==> src/design/cfm_pkg.sv <==
// shared types and constants of the capture frequency meter
// no dependencies
package cfm_pkg;

  localparam int CH_W        = 2;
  localparam int NUM_PORT_CH = 2 ** CH_W;
  localparam int DATA_W      = 32;
  localparam int CNT_W       = $clog2(DATA_W);
  localparam int CAP_W       = 16;
  localparam int PRESCALE_W  = 17;
  localparam int SKIP_W      = 8;
  localparam int TO_W        = 17;
  localparam int DONE_W      = 9;
  localparam int CFG_IDX_W   = 3;

  localparam int QUEUE_DEPTH = 2;
  localparam int QPTR_W      = $clog2(QUEUE_DEPTH);

  localparam logic [TO_W-1:0] TIMEOUT_MAX = {TO_W{1'b1}};

  // request and event codes
  localparam logic REQ_CAPTURE = 1'b0;
  localparam logic REQ_TICK    = 1'b1;
  localparam logic EVT_DONE    = 1'b0;
  localparam logic EVT_TIMEOUT = 1'b1;

  // register map
  typedef enum logic [CFG_IDX_W-1:0] {
    REG_TIMER_CLOCK = 3'd0,
    REG_PRESCALE    = 3'd1,
    REG_RELOAD      = 3'd2,
    REG_SKIP        = 3'd3,
    REG_TIMEOUT     = 3'd4,
    REG_ENABLE      = 3'd5
  } cfg_reg_t;

  localparam logic [DATA_W-1:0]     RST_TIMER_CLOCK = 32'd64000000;
  localparam logic [PRESCALE_W-1:0] RST_PRESCALE    = 17'd1;
  localparam logic [CAP_W-1:0]      RST_RELOAD      = 16'hFFFF;
  localparam logic [SKIP_W-1:0]     RST_SKIP        = 8'd0;
  localparam logic [CAP_W-1:0]      RST_TIMEOUT     = 16'd10;
  localparam logic [NUM_PORT_CH-1:0] RST_ENABLE     = 4'd0;

  typedef struct packed {
    logic [DATA_W-1:0]      timer_clock_hz;
    logic [PRESCALE_W-1:0]  prescale;
    logic [CAP_W-1:0]       reload_value;
    logic [SKIP_W-1:0]      success_skip;
    logic [CAP_W-1:0]       timeout_limit;
    logic [NUM_PORT_CH-1:0] channel_enable;
  } cfg_t;

  // one classified item that has at least one report to deliver
  typedef struct packed {
    logic [NUM_PORT_CH-1:0] mask;
    logic                   done_rep;
    logic [CH_W-1:0]        done_ch;
    logic [DATA_W-1:0]      lap;
    logic [CAP_W-1:0]       start;
    logic [CAP_W-1:0]       capv;
  } job_t;

  typedef enum logic [2:0] {
    BK_IDLE,
    BK_MUL,
    BK_ADD,
    BK_CHK,
    BK_DIV_CLK,
    BK_DIV_PER,
    BK_EMIT
  } bk_state_t;

endpackage

==> src/design/cfm_div.sv <==
// shared restoring divider, one quotient bit per cycle
// depends on cfm_pkg
module cfm_div (
  input  logic                      clk,
  input  logic                      rst,
  input  logic                      start,
  input  logic [cfm_pkg::DATA_W-1:0] dividend,
  input  logic [cfm_pkg::DATA_W-1:0] divisor,
  output logic                      done,
  output logic [cfm_pkg::DATA_W-1:0] quotient
);
  import cfm_pkg::*;

  logic              busy;
  logic [CNT_W-1:0]  cnt;
  logic [DATA_W-1:0] rem;
  logic [DATA_W-1:0] quo;
  logic [DATA_W-1:0] dvs;
  logic [DATA_W:0]   shifted;
  logic [DATA_W:0]   diff;

  assign shifted  = {rem, quo[DATA_W-1]};
  assign diff     = shifted - {1'b0, dvs};
  assign quotient = quo;

  always_ff @(posedge clk) begin
    if (rst) begin
      busy <= 1'b0;
      done <= 1'b0;
      cnt  <= '0;
    end else begin
      done <= busy && (cnt == CNT_W'(DATA_W - 1));
      if (start) begin
        busy <= 1'b1;
        cnt  <= '0;
      end else if (busy) begin
        cnt <= cnt + 1'b1;
        if (cnt == CNT_W'(DATA_W - 1)) begin
          busy <= 1'b0;
        end
      end
    end
  end

  always_ff @(posedge clk) begin
    if (start) begin
      rem <= '0;
      quo <= dividend;
      dvs <= divisor;
    end else if (busy) begin
      if (!diff[DATA_W]) begin
        rem <= diff[DATA_W-1:0];
        quo <= {quo[DATA_W-2:0], 1'b1};
      end else begin
        rem <= shifted[DATA_W-1:0];
        quo <= {quo[DATA_W-2:0], 1'b0};
      end
    end
  end

endmodule

==> src/design/cfm_queue.sv <==
// short job queue between the classifying front and the reporting back
// depends on cfm_pkg
module cfm_queue (
  input  logic          clk,
  input  logic          rst,
  input  logic          push,
  input  cfm_pkg::job_t push_job,
  input  logic          pop,
  output cfm_pkg::job_t pop_job,
  output logic          full,
  output logic          empty
);
  import cfm_pkg::*;

  job_t              mem [QUEUE_DEPTH];
  logic [QPTR_W-1:0] wr_ptr;
  logic [QPTR_W-1:0] rd_ptr;
  logic [QPTR_W:0]   count;

  assign full    = (count == (QPTR_W + 1)'(QUEUE_DEPTH));
  assign empty   = (count == '0);
  assign pop_job = mem[rd_ptr];

  always_ff @(posedge clk) begin
    if (rst) begin
      wr_ptr <= '0;
      rd_ptr <= '0;
      count  <= '0;
    end else begin
      if (push) begin
        wr_ptr <= wr_ptr + 1'b1;
      end
      if (pop) begin
        rd_ptr <= rd_ptr + 1'b1;
      end
      if (push && !pop) begin
        count <= count + 1'b1;
      end else if (pop && !push) begin
        count <= count - 1'b1;
      end
    end
  end

  always_ff @(posedge clk) begin
    if (push) begin
      mem[wr_ptr] <= push_job;
    end
  end

endmodule

==> src/design/cfm_front.sv <==
// front: per-channel capture state, timeout counting and report decisions
// depends on cfm_pkg
module cfm_front #(
  parameter int CHANNELS = 4
) (
  input  logic                      clk,
  input  logic                      rst,
  input  cfm_pkg::cfg_t             cfg,
  input  logic                      in_valid,
  output logic                      in_ready,
  input  logic                      req_type,
  input  logic [cfm_pkg::CH_W-1:0]  channel,
  input  logic [cfm_pkg::CAP_W-1:0] capture_value,
  input  logic                      q_full,
  output logic                      push,
  output cfm_pkg::job_t             push_job
);
  import cfm_pkg::*;

  // channels past the addressable ones can never be enabled or hit
  localparam int ACT_CH = (CHANNELS < NUM_PORT_CH) ? CHANNELS : NUM_PORT_CH;

  logic              edge_seen          [ACT_CH];
  logic              edge_seen_next     [ACT_CH];
  logic              waiting_end        [ACT_CH];
  logic              waiting_end_next   [ACT_CH];
  logic [CAP_W-1:0]  start_capture      [ACT_CH];
  logic [CAP_W-1:0]  start_capture_next [ACT_CH];
  logic [DATA_W-1:0] lap_count          [ACT_CH];
  logic [DATA_W-1:0] lap_count_next     [ACT_CH];
  logic [TO_W-1:0]   timeout_count      [ACT_CH];
  logic [TO_W-1:0]   timeout_count_next [ACT_CH];
  logic [DONE_W-1:0] done_count;
  logic [DONE_W-1:0] done_count_next;

  logic       accept;
  logic       any_done;
  logic [DONE_W-1:0] done_inc;
  job_t       job;

  assign accept   = in_valid && !q_full;
  assign in_ready = !q_full;
  assign push_job = job;
  assign push     = accept && (job.mask != '0);

  always_comb begin
    logic hit;
    logic tick;
    logic done_i;
    edge_seen_next     = edge_seen;
    waiting_end_next   = waiting_end;
    start_capture_next = start_capture;
    lap_count_next     = lap_count;
    timeout_count_next = timeout_count;
    done_count_next    = done_count;
    any_done           = 1'b0;
    job                = '0;
    job.capv           = capture_value;
    for (int i = 0; i < ACT_CH; i++) begin
      hit    = accept && (req_type == REQ_CAPTURE) && (channel == CH_W'(i))
               && cfg.channel_enable[i];
      tick   = accept && (req_type == REQ_TICK);
      done_i = 1'b0;
      if (hit) begin
        if (!edge_seen[i]) begin
          edge_seen_next[i] = 1'b1;
        end else if (!waiting_end[i]) begin
          start_capture_next[i] = capture_value;
          waiting_end_next[i]   = 1'b1;
          lap_count_next[i]     = '0;
        end else begin
          waiting_end_next[i] = 1'b0;
          done_i              = 1'b1;
          job.done_ch         = CH_W'(i);
          job.lap             = lap_count[i];
          job.start           = start_capture[i];
        end
      end
      if (tick) begin
        lap_count_next[i] = lap_count[i] + 1'b1;
        if (cfg.channel_enable[i] && (timeout_count[i] != TIMEOUT_MAX)) begin
          timeout_count_next[i] = timeout_count[i] + 1'b1;
        end
      end
      if (accept) begin
        if (done_i) begin
          timeout_count_next[i] = '0;
          any_done              = 1'b1;
        end else if (timeout_count_next[i] > {1'b0, cfg.timeout_limit}) begin
          timeout_count_next[i] = '0;
          waiting_end_next[i]   = 1'b0;
          job.mask[i]           = 1'b1;
        end
      end
    end
    // shared decimation of completed measurements
    done_inc = done_count + 1'b1;
    if (any_done) begin
      if (done_inc > {1'b0, cfg.success_skip}) begin
        done_count_next      = '0;
        job.done_rep         = 1'b1;
        job.mask[job.done_ch] = 1'b1;
      end else begin
        done_count_next = done_inc;
      end
    end
  end

  always_ff @(posedge clk) begin
    if (rst) begin
      for (int i = 0; i < ACT_CH; i++) begin
        edge_seen[i]     <= 1'b0;
        waiting_end[i]   <= 1'b0;
        start_capture[i] <= '0;
        lap_count[i]     <= '0;
        timeout_count[i] <= '0;
      end
      done_count <= '0;
    end else begin
      edge_seen     <= edge_seen_next;
      waiting_end   <= waiting_end_next;
      start_capture <= start_capture_next;
      lap_count     <= lap_count_next;
      timeout_count <= timeout_count_next;
      done_count    <= done_count_next;
    end
  end

endmodule

==> src/design/cfm_back.sv <==
// back: period arithmetic, frequency division and ordered report output
// depends on cfm_pkg and cfm_div
module cfm_back (
  input  logic                       clk,
  input  logic                       rst,
  input  cfm_pkg::cfg_t              cfg,
  input  logic                       q_empty,
  input  cfm_pkg::job_t              q_job,
  output logic                       pop,
  output logic                       out_valid,
  input  logic                       out_ready,
  output logic [cfm_pkg::CH_W-1:0]   out_channel,
  output logic                       event_kind,
  output logic [cfm_pkg::DATA_W-1:0] frequency,
  output logic                       last
);
  import cfm_pkg::*;

  bk_state_t state;
  bk_state_t state_next;

  job_t                   job;
  logic [NUM_PORT_CH-1:0] pend;
  logic [DATA_W-1:0]      product;
  logic [DATA_W-1:0]      period;
  logic [DATA_W-1:0]      freq;

  logic [PRESCALE_W-1:0]       lap_len;
  logic [PRESCALE_W+DATA_W-1:0] mul_full;
  logic                        zero_div;

  logic              div_start;
  logic [DATA_W-1:0] div_dividend;
  logic [DATA_W-1:0] div_divisor;
  logic              div_done;
  logic [DATA_W-1:0] div_quotient;

  logic                   out_load;
  logic [CH_W-1:0]        pick;
  logic [NUM_PORT_CH-1:0] pick_hot;
  logic [NUM_PORT_CH-1:0] pend_rest;
  logic                   pick_kind;

  assign lap_len  = {1'b0, cfg.reload_value} + 1'b1;
  assign mul_full = lap_len * job.lap;
  assign zero_div = (cfg.prescale == '0) || (period == '0);

  cfm_div u_div (
    .clk      (clk),
    .rst      (rst),
    .start    (div_start),
    .dividend (div_dividend),
    .divisor  (div_divisor),
    .done     (div_done),
    .quotient (div_quotient)
  );

  // lowest pending channel goes first
  always_comb begin
    pick = '0;
    for (int i = NUM_PORT_CH - 1; i >= 0; i--) begin
      if (pend[i]) begin
        pick = CH_W'(i);
      end
    end
    pick_hot  = NUM_PORT_CH'(1) << pick;
    pend_rest = pend & ~pick_hot;
    pick_kind = (job.done_rep && (pick == job.done_ch)) ? EVT_DONE : EVT_TIMEOUT;
  end

  always_comb begin
    state_next = state;
    unique case (state)
      BK_IDLE: begin
        if (!q_empty) begin
          state_next = q_job.done_rep ? BK_MUL : BK_EMIT;
        end
      end
      BK_MUL:  state_next = BK_ADD;
      BK_ADD:  state_next = BK_CHK;
      BK_CHK:  state_next = zero_div ? BK_EMIT : BK_DIV_CLK;
      BK_DIV_CLK: begin
        if (div_done) begin
          state_next = BK_DIV_PER;
        end
      end
      BK_DIV_PER: begin
        if (div_done) begin
          state_next = BK_EMIT;
        end
      end
      BK_EMIT: begin
        if (pend == '0) begin
          state_next = BK_IDLE;
        end
      end
      default: state_next = BK_IDLE;
    endcase
  end

  always_comb begin
    pop          = (state == BK_IDLE) && !q_empty;
    div_start    = ((state == BK_CHK) && !zero_div) || ((state == BK_DIV_CLK) && div_done);
    div_dividend = (state == BK_CHK) ? cfg.timer_clock_hz : div_quotient;
    div_divisor  = (state == BK_CHK) ? DATA_W'(cfg.prescale) : period;
    out_load     = (state == BK_EMIT) && (pend != '0) && (!out_valid || out_ready);
  end

  always_ff @(posedge clk) begin
    if (rst) begin
      state     <= BK_IDLE;
      pend      <= '0;
      out_valid <= 1'b0;
    end else begin
      state <= state_next;
      if (pop) begin
        pend <= q_job.mask;
      end else if (out_load) begin
        pend <= pend_rest;
      end
      if (out_load) begin
        out_valid <= 1'b1;
      end else if (out_ready) begin
        out_valid <= 1'b0;
      end
    end
  end

  always_ff @(posedge clk) begin
    if (pop) begin
      job <= q_job;
    end
    if (state == BK_MUL) begin
      product <= mul_full[DATA_W-1:0];
    end
    if (state == BK_ADD) begin
      period <= product + DATA_W'(job.capv) - DATA_W'(job.start);
    end
    if (state == BK_CHK) begin
      freq <= '0;
    end else if ((state == BK_DIV_PER) && div_done) begin
      freq <= div_quotient;
    end
    if (out_load) begin
      out_channel <= pick;
      event_kind  <= pick_kind;
      frequency   <= (pick_kind == EVT_DONE) ? freq : '0;
      last        <= (pend_rest == '0);
    end
  end

endmodule

==> src/design/capture_frequency_meter.sv <==
// top level of the four-channel input-capture frequency meter
// depends on cfm_pkg, cfm_front, cfm_queue, cfm_back (and through it cfm_div)
//
//  channel | signals                                          | moves
//  --------+--------------------------------------------------+-------------------------
//  in      | in_valid in_ready req_type channel capture_value | capture edge or tick
//  out     | out_valid out_ready out_channel event_kind       | one report per transaction
//          | frequency last                                   |
//  cfg     | cfg_valid cfg_ready cfg_index cfg_data           | one register write
//
// an input transaction is taken whenever the two-entry job queue has room
// in the back a timeout-only job is popped and goes straight to emitting its reports
// a measurement job goes through pop, multiply, add and check, then two passes
//   through the shared divider (clock by prescale, then by the period), then emits its
//   reports; a zero period or zero prescale skips both passes
// reset is synchronous; after it no clearing pass is needed, all state is in flops
// a stalled output holds its report; the front keeps taking transactions until the queue fills
module capture_frequency_meter #(
  parameter int CHANNELS = 4
) (
  input  logic                           clk,
  input  logic                           rst,
  input  logic                           in_valid,
  output logic                           in_ready,
  input  logic                           req_type,
  input  logic [cfm_pkg::CH_W-1:0]       channel,
  input  logic [cfm_pkg::CAP_W-1:0]      capture_value,
  output logic                           out_valid,
  input  logic                           out_ready,
  output logic [cfm_pkg::CH_W-1:0]       out_channel,
  output logic                           event_kind,
  output logic [cfm_pkg::DATA_W-1:0]     frequency,
  output logic                           last,
  input  logic                           cfg_valid,
  output logic                           cfg_ready,
  input  logic [cfm_pkg::CFG_IDX_W-1:0]  cfg_index,
  input  logic [cfm_pkg::DATA_W-1:0]     cfg_data
);
  import cfm_pkg::*;

  // configuration registers; the user must write them only while the meter is idle, the block does not enforce it
  cfg_t cfg;

  // front to back job queue
  logic q_push;
  job_t q_push_job;
  logic q_pop;
  job_t q_pop_job;
  logic q_full;
  logic q_empty;

  // register writes never stall
  assign cfg_ready = 1'b1;

  always_ff @(posedge clk) begin
    if (rst) begin
      cfg.timer_clock_hz <= RST_TIMER_CLOCK;
      cfg.prescale       <= RST_PRESCALE;
      cfg.reload_value   <= RST_RELOAD;
      cfg.success_skip   <= RST_SKIP;
      cfg.timeout_limit  <= RST_TIMEOUT;
      cfg.channel_enable <= RST_ENABLE;
    end else if (cfg_valid) begin
      unique case (cfg_index)
        REG_TIMER_CLOCK: cfg.timer_clock_hz <= cfg_data;
        REG_PRESCALE:    cfg.prescale       <= cfg_data[PRESCALE_W-1:0];
        REG_RELOAD:      cfg.reload_value   <= cfg_data[CAP_W-1:0];
        REG_SKIP:        cfg.success_skip   <= cfg_data[SKIP_W-1:0];
        REG_TIMEOUT:     cfg.timeout_limit  <= cfg_data[CAP_W-1:0];
        REG_ENABLE:      cfg.channel_enable <= cfg_data[NUM_PORT_CH-1:0];
        default: ;  // unmapped index, write dropped
      endcase
    end
  end

  // front: edge pairing, lap and timeout counting, decimation, report mask
  cfm_front #(
    .CHANNELS (CHANNELS)
  ) u_front (
    .clk           (clk),
    .rst           (rst),
    .cfg           (cfg),
    .in_valid      (in_valid),
    .in_ready      (in_ready),
    .req_type      (req_type),
    .channel       (channel),
    .capture_value (capture_value),
    .q_full        (q_full),
    .push          (q_push),
    .push_job      (q_push_job)
  );

  // only transactions that cause at least one report enter the queue
  cfm_queue u_queue (
    .clk      (clk),
    .rst      (rst),
    .push     (q_push),
    .push_job (q_push_job),
    .pop      (q_pop),
    .pop_job  (q_pop_job),
    .full     (q_full),
    .empty    (q_empty)
  );

  // back: period, frequency and reports in ascending channel order
  cfm_back u_back (
    .clk         (clk),
    .rst         (rst),
    .cfg         (cfg),
    .q_empty     (q_empty),
    .q_job       (q_pop_job),
    .pop         (q_pop),
    .out_valid   (out_valid),
    .out_ready   (out_ready),
    .out_channel (out_channel),
    .event_kind  (event_kind),
    .frequency   (frequency),
    .last        (last)
  );

endmodule

==> config.mk <==
export PLATFORM = sky130hd
export DESIGN_NAME = capture_frequency_meter
export DESIGN_NICKNAME = d
export VERILOG_FILES = /design/src/design/cfm_pkg.sv /design/src/design/cfm_div.sv /design/src/design/cfm_queue.sv /design/src/design/cfm_front.sv /design/src/design/cfm_back.sv /design/src/design/capture_frequency_meter.sv
export SDC_FILE = /design/constraint.sdc
export NUM_CORES = 2
export LEC_CHECK = 0
export BUFFER_PORTS_ARGS = -buffer_cell sky130_fd_sc_hd__buf_2
export CAP_MARGIN = 20
export CORE_MARGIN = 3
export CORE_UTILIZATION = 60
export CTS_CLUSTER_DIAMETER = 60
export DETAILED_ROUTE_END_ITERATION = 10
export PLACE_DENSITY_LB_ADDON = 0.12
export SLEW_MARGIN = 20
export SYNTH_ARGS = -nofsm -noshare
export SYNTH_HDL_FRONTEND = slang
export SYNTH_SLANG_ARGS = --single-unit
export TNS_END_PERCENT = 100
==> constraint.sdc <==
create_clock -name clk -period 22.5 [get_ports clk]
set_input_delay 1.125 -clock clk [delete_from_list [all_inputs] [get_ports clk]]
set_output_delay 1.125 -clock clk [all_outputs]
set_load 0.1 [all_outputs]
==> summary by stage <==
Detailed routing
The routed design uses 58,600 um of met2 wire. Using the TritonRoute via totals, the vias-per-cell ratio works out to 5.75. Dividing the detail-routed wire length by the instance count gives between 15 and 20 um. The number of nets with antenna violations after routing is 0. Wires add up to 129,000 um. Detailed routing inserted a total of 38,300 vias. The first detailed-routing pass took 7 iterations. The highest metal layer with signal wires is met5. The detailed router put a total of 56,800 um of wire on met1. The first routing iteration left 3,338 violations. The count of unresolved DRC violations after routing is 0.

Wire segments on met3 add up to 9380 um in the final route.

Setup path
The startpoint type of the worst setup path is a flip-flop. The worst reg2reg path startpoint is cfg[31]$_SDFFE_PP1P_. The number of cells on the critical path is 26. The highest cell delay on the worst timing path is 780 ps. Setup slack on the worst reg-to-reg path comes out at 14,330 ps.

The required time of the critical path is 22,910 ps. The beginning of the critical path is cfg[31]$_SDFFE_PP1P_. In this run the critical register-to-register path is captured at u_back.product[31]$_DFFE_PP_. The worst setup path is captured at a flip-flop. Counting cells, the worst reg-to-reg path comes to 26. Among cell families on the critical path, the largest total delay comes from adder cells. Among the stages of the critical path, the cell type that occurs most often is fa_1.

By startpoint and endpoint, the worst setup path is classified as flip-flop to flip-flop. In this run the worst path has a maximum fanout of 12. The worst path arrival time is 8580 ps.

The slowest stage cell on the critical path is xnor2_1. Together, buffers and inverters on the worst path number 4.

Flow run
The number of violations of the max-capacitance limit is 0.

Timing
The final setup slack of the worst path is around 14,000 ps. Dividing the final minimum period by the clock period gives 0.363. Timing would allow up to 122 MHz. The clock period could shrink to a little over 8000 ps. The number of slew-limit violations in the final report is 0. Adding up every negative setup slack in the final design gives 0 ps.

The actual slew at the worst max-slew pin is approximately 1100 ps. The clock skew after layout is 59.4 ps. The worst slew margin relative to its limit is 0.258. The total setup violations reported at the end of the flow is 0. The final hold violation count is 0. Setup repair after global routing left no endpoint under its margin.

Floorplanning
98 I/O pins were placed. The number of standard-cell rows in the floorplan is 106. The initial cell density of the core is 0.608. The die area is between 80,000 and 90,000 sq um. The height of the die is 298 um. The area of the core is 84,000 sq um.

The width of the die is just under 300 um.

Hold path
The capture endpoint of the worst hold path is u_back.freq[11]$_SDFFE_PP0P_. The origin of the worst min-delay path is u_back.freq[11]$_SDFFE_PP0P_. The worst hold path belongs to the class flip-flop to flip-flop. The worst hold path passes through 2 cells.

Logic synthesis
Counting every net in the synthesized netlist gives 6,065. For this run, the number of Yosys warnings is 0. The cell count after synthesis is 5,446.

The number of synthesized register bits is around 830. The most frequently used flop master after synthesis is dfxtp_1. Counting distinct cell types in the post-synthesis netlist gives 90. The synthesized area is 51,000 sq um. Sorting the synthesized cells by how often they occur yields 969 x nand2_1, 616 x inv_1, 454 x dfxtp_1. For this run, the register share of the synthesized area comes to 0.398. The largest area contributor in the netlist is edfxtp_1. The average cell area after synthesis is roughly 9.4 sq um. In the synthesized netlist the async set-or-reset flop fraction comes to 0. In this run, synthesis inferred 373 flip-flops with an integrated enable. Sorting the synthesized cells by area gives the leading types as edfxtp_1 22%, dfxtp_1 18%, fa_1 13%, nand2_1 7.1%, ha_1 5.5%. Of the post-synthesis cell area, the dominant cell type holds 0.220.

The most used standard cell by instance count after synthesis is nand2_1.

Global routing
The first global-routing pass estimated 205,000 um of wire. The all-layer global routing usage is 0.290. The via count of the first global-routing pass is 37,100. Entering global routing, the biggest net connects 101 pins. The overall overflow remaining after global route is 0. The initial antenna violation count is 5.

Clock network
The H-tree was split into 3 levels. The number of gates resized after CTS was 0. Once the clock tree was built, the setup fixing pass inserted 0 buffers. The TritonCTS buffer count is 90. The number of buffers on the longest clock path is 3. The clock net sink count is 827. The clock root buffer is clkbuf_16. The clock transition at the registers of the reported paths is ~60 ps.

The cts-stage hold buffer count is 0. At the later pin of the worst-skew pair, clock insertion delay measures 680 ps. TritonCTS built the clock tree.

Cells and area
Of the cells placed in the final design, the portion with a size suffix greater than 1 is 0.0915. After the last flow step, the layout net total stands at 6,069. The footprint of the flip-flops and latches is just over 20,000 sq um.

The layout overhead on the synthesized area is 9.10%. The layout has 6,673 filler cells. The multi-input combinational cells in the finished layout cover a total of ~28,000 sq um.

Place
The congestion estimate from routability-driven global placement came to 0.885. The wire-length estimate of the detail-placed layout is slightly above 90,000 um. Before CTS, the worst setup slack after placement is 14,400 ps. The count of buffers inserted at the top-level ports is 96.

Run status
The run finished with clean final reports.
==> stage by stage <==
stage               instance area (sq um)   util  hold slack (ps)  instances
detailed placement                  52600  0.626              442       6490
global placement                    52500  0.626              438       6489
finish                              55700  0.663              450       6665
global route                        55700  0.663              470       6663
floorplan                           51000      -              432       5446
CTS                                 55600  0.663              450       6660
==> per-layer routing <==
layer,up-vias,track usage
met2,1304,0.453
met3,218,0.0446
met5,-,0
li1,18100,-
met4,4,0.0961
met1,18700,0.417
==> kinds of logic (layout without fill, tap and decap cells) <==
| kind of cell | Yosys count | after routing | share of synthesized area |
|---|---|---|---|
| flip-flops | 827 | 827 | 0.398 |
| XOR/XNOR | 208 | 208 | 0.0358 |
| buffers and inverters | 855 | 937 | 0.0635 |
| other | 1 | 4 | 0.0000735 |
| multiplexers | 108 | 108 | 0.0233 |
| adder cells (fa/ha/maj) | 561 | 561 | 0.187 |
| AND/OR/NAND/NOR | 2109 | 2109 | 0.198 |
| AO/OA/AOI/OAI | 777 | 777 | 0.0949 |
==> cell usage in the layout, fill, tap and decap left out, types with 23 or more instances in the layout <==
master,netlist,final
o21a_1,36,36
buf_4,5,51
and3_1,48,47
and2_1,161,162
or3_1,32,32
ha_1,224,224
nand2b_1,57,57
nor2b_1,113,112
edfxtp_1,373,373
fa_1,336,336
a31oi_1,35,35
nor3_1,54,53
xnor2_1,121,115
xor2_1,86,82
nor2_1,268,265
nand3_1,178,178
buf_2,4,95
a21o_1,38,38
a222oi_1,48,48
mux2_2,85,85
a21oi_1,371,370
a211o_1,24,24
nand4_1,56,56
dfxtp_1,454,452
o21ai_0,98,97
o211ai_1,24,24
clkbuf_16,0,93
nand2_1,969,969
inv_1,616,614
or2_2,61,61
mux2i_1,23,23
==> how the worst max path moves through the flow <==
stage | to | slack, ps
3_3_place_gp | u_back.product[31]$_DFFE_PP_ | 14580
5_1_grt | u_back.product[31]$_DFFE_PP_ | 13810
6_report | u_back.product[31]$_DFFE_PP_ | 14330
4_1_cts | u_back.product[31]$_DFFE_PP_ | 14370
3_5_place_dp | u_back.product[31]$_DFFE_PP_ | 14400
2_1_floorplan | u_queue.mem[0][0]$_DFFE_PP_ | 14990
==> worst min-delay path, delay by kind of cell (launching register included) <==
kind,cells,cell delay [ps]
AND/OR/NAND/NOR,1,50
flip-flops,1,300
AO/OA/AOI/OAI,1,50
==> state kept, by name, indices dropped and copies added (netlist names), 64 cells and up, named ones only <==
| register | count |
|---|---|
| u_back.job | 67 |
| u_front.start_capture | 64 |
| u_queue.mem | 142 |
| cfg | 93 |
| u_front.timeout_count | 68 |
| u_front.lap_count | 128 |
==> cell type report <==
cell class              instances  area share
flip-flops and latches        827       0.365
clock buffers                 127      0.0468
diodes                          3    0.000135
repair buffers                150      0.0167
clock inverters                43     0.00841
well taps                    1134      0.0255
inverters                     617      0.0416
multi-input cells            3764       0.496
Power is left out: the tool's default activity adds up to more than one toggle a clock period on the data nets, which glitch-free logic cannot reach.
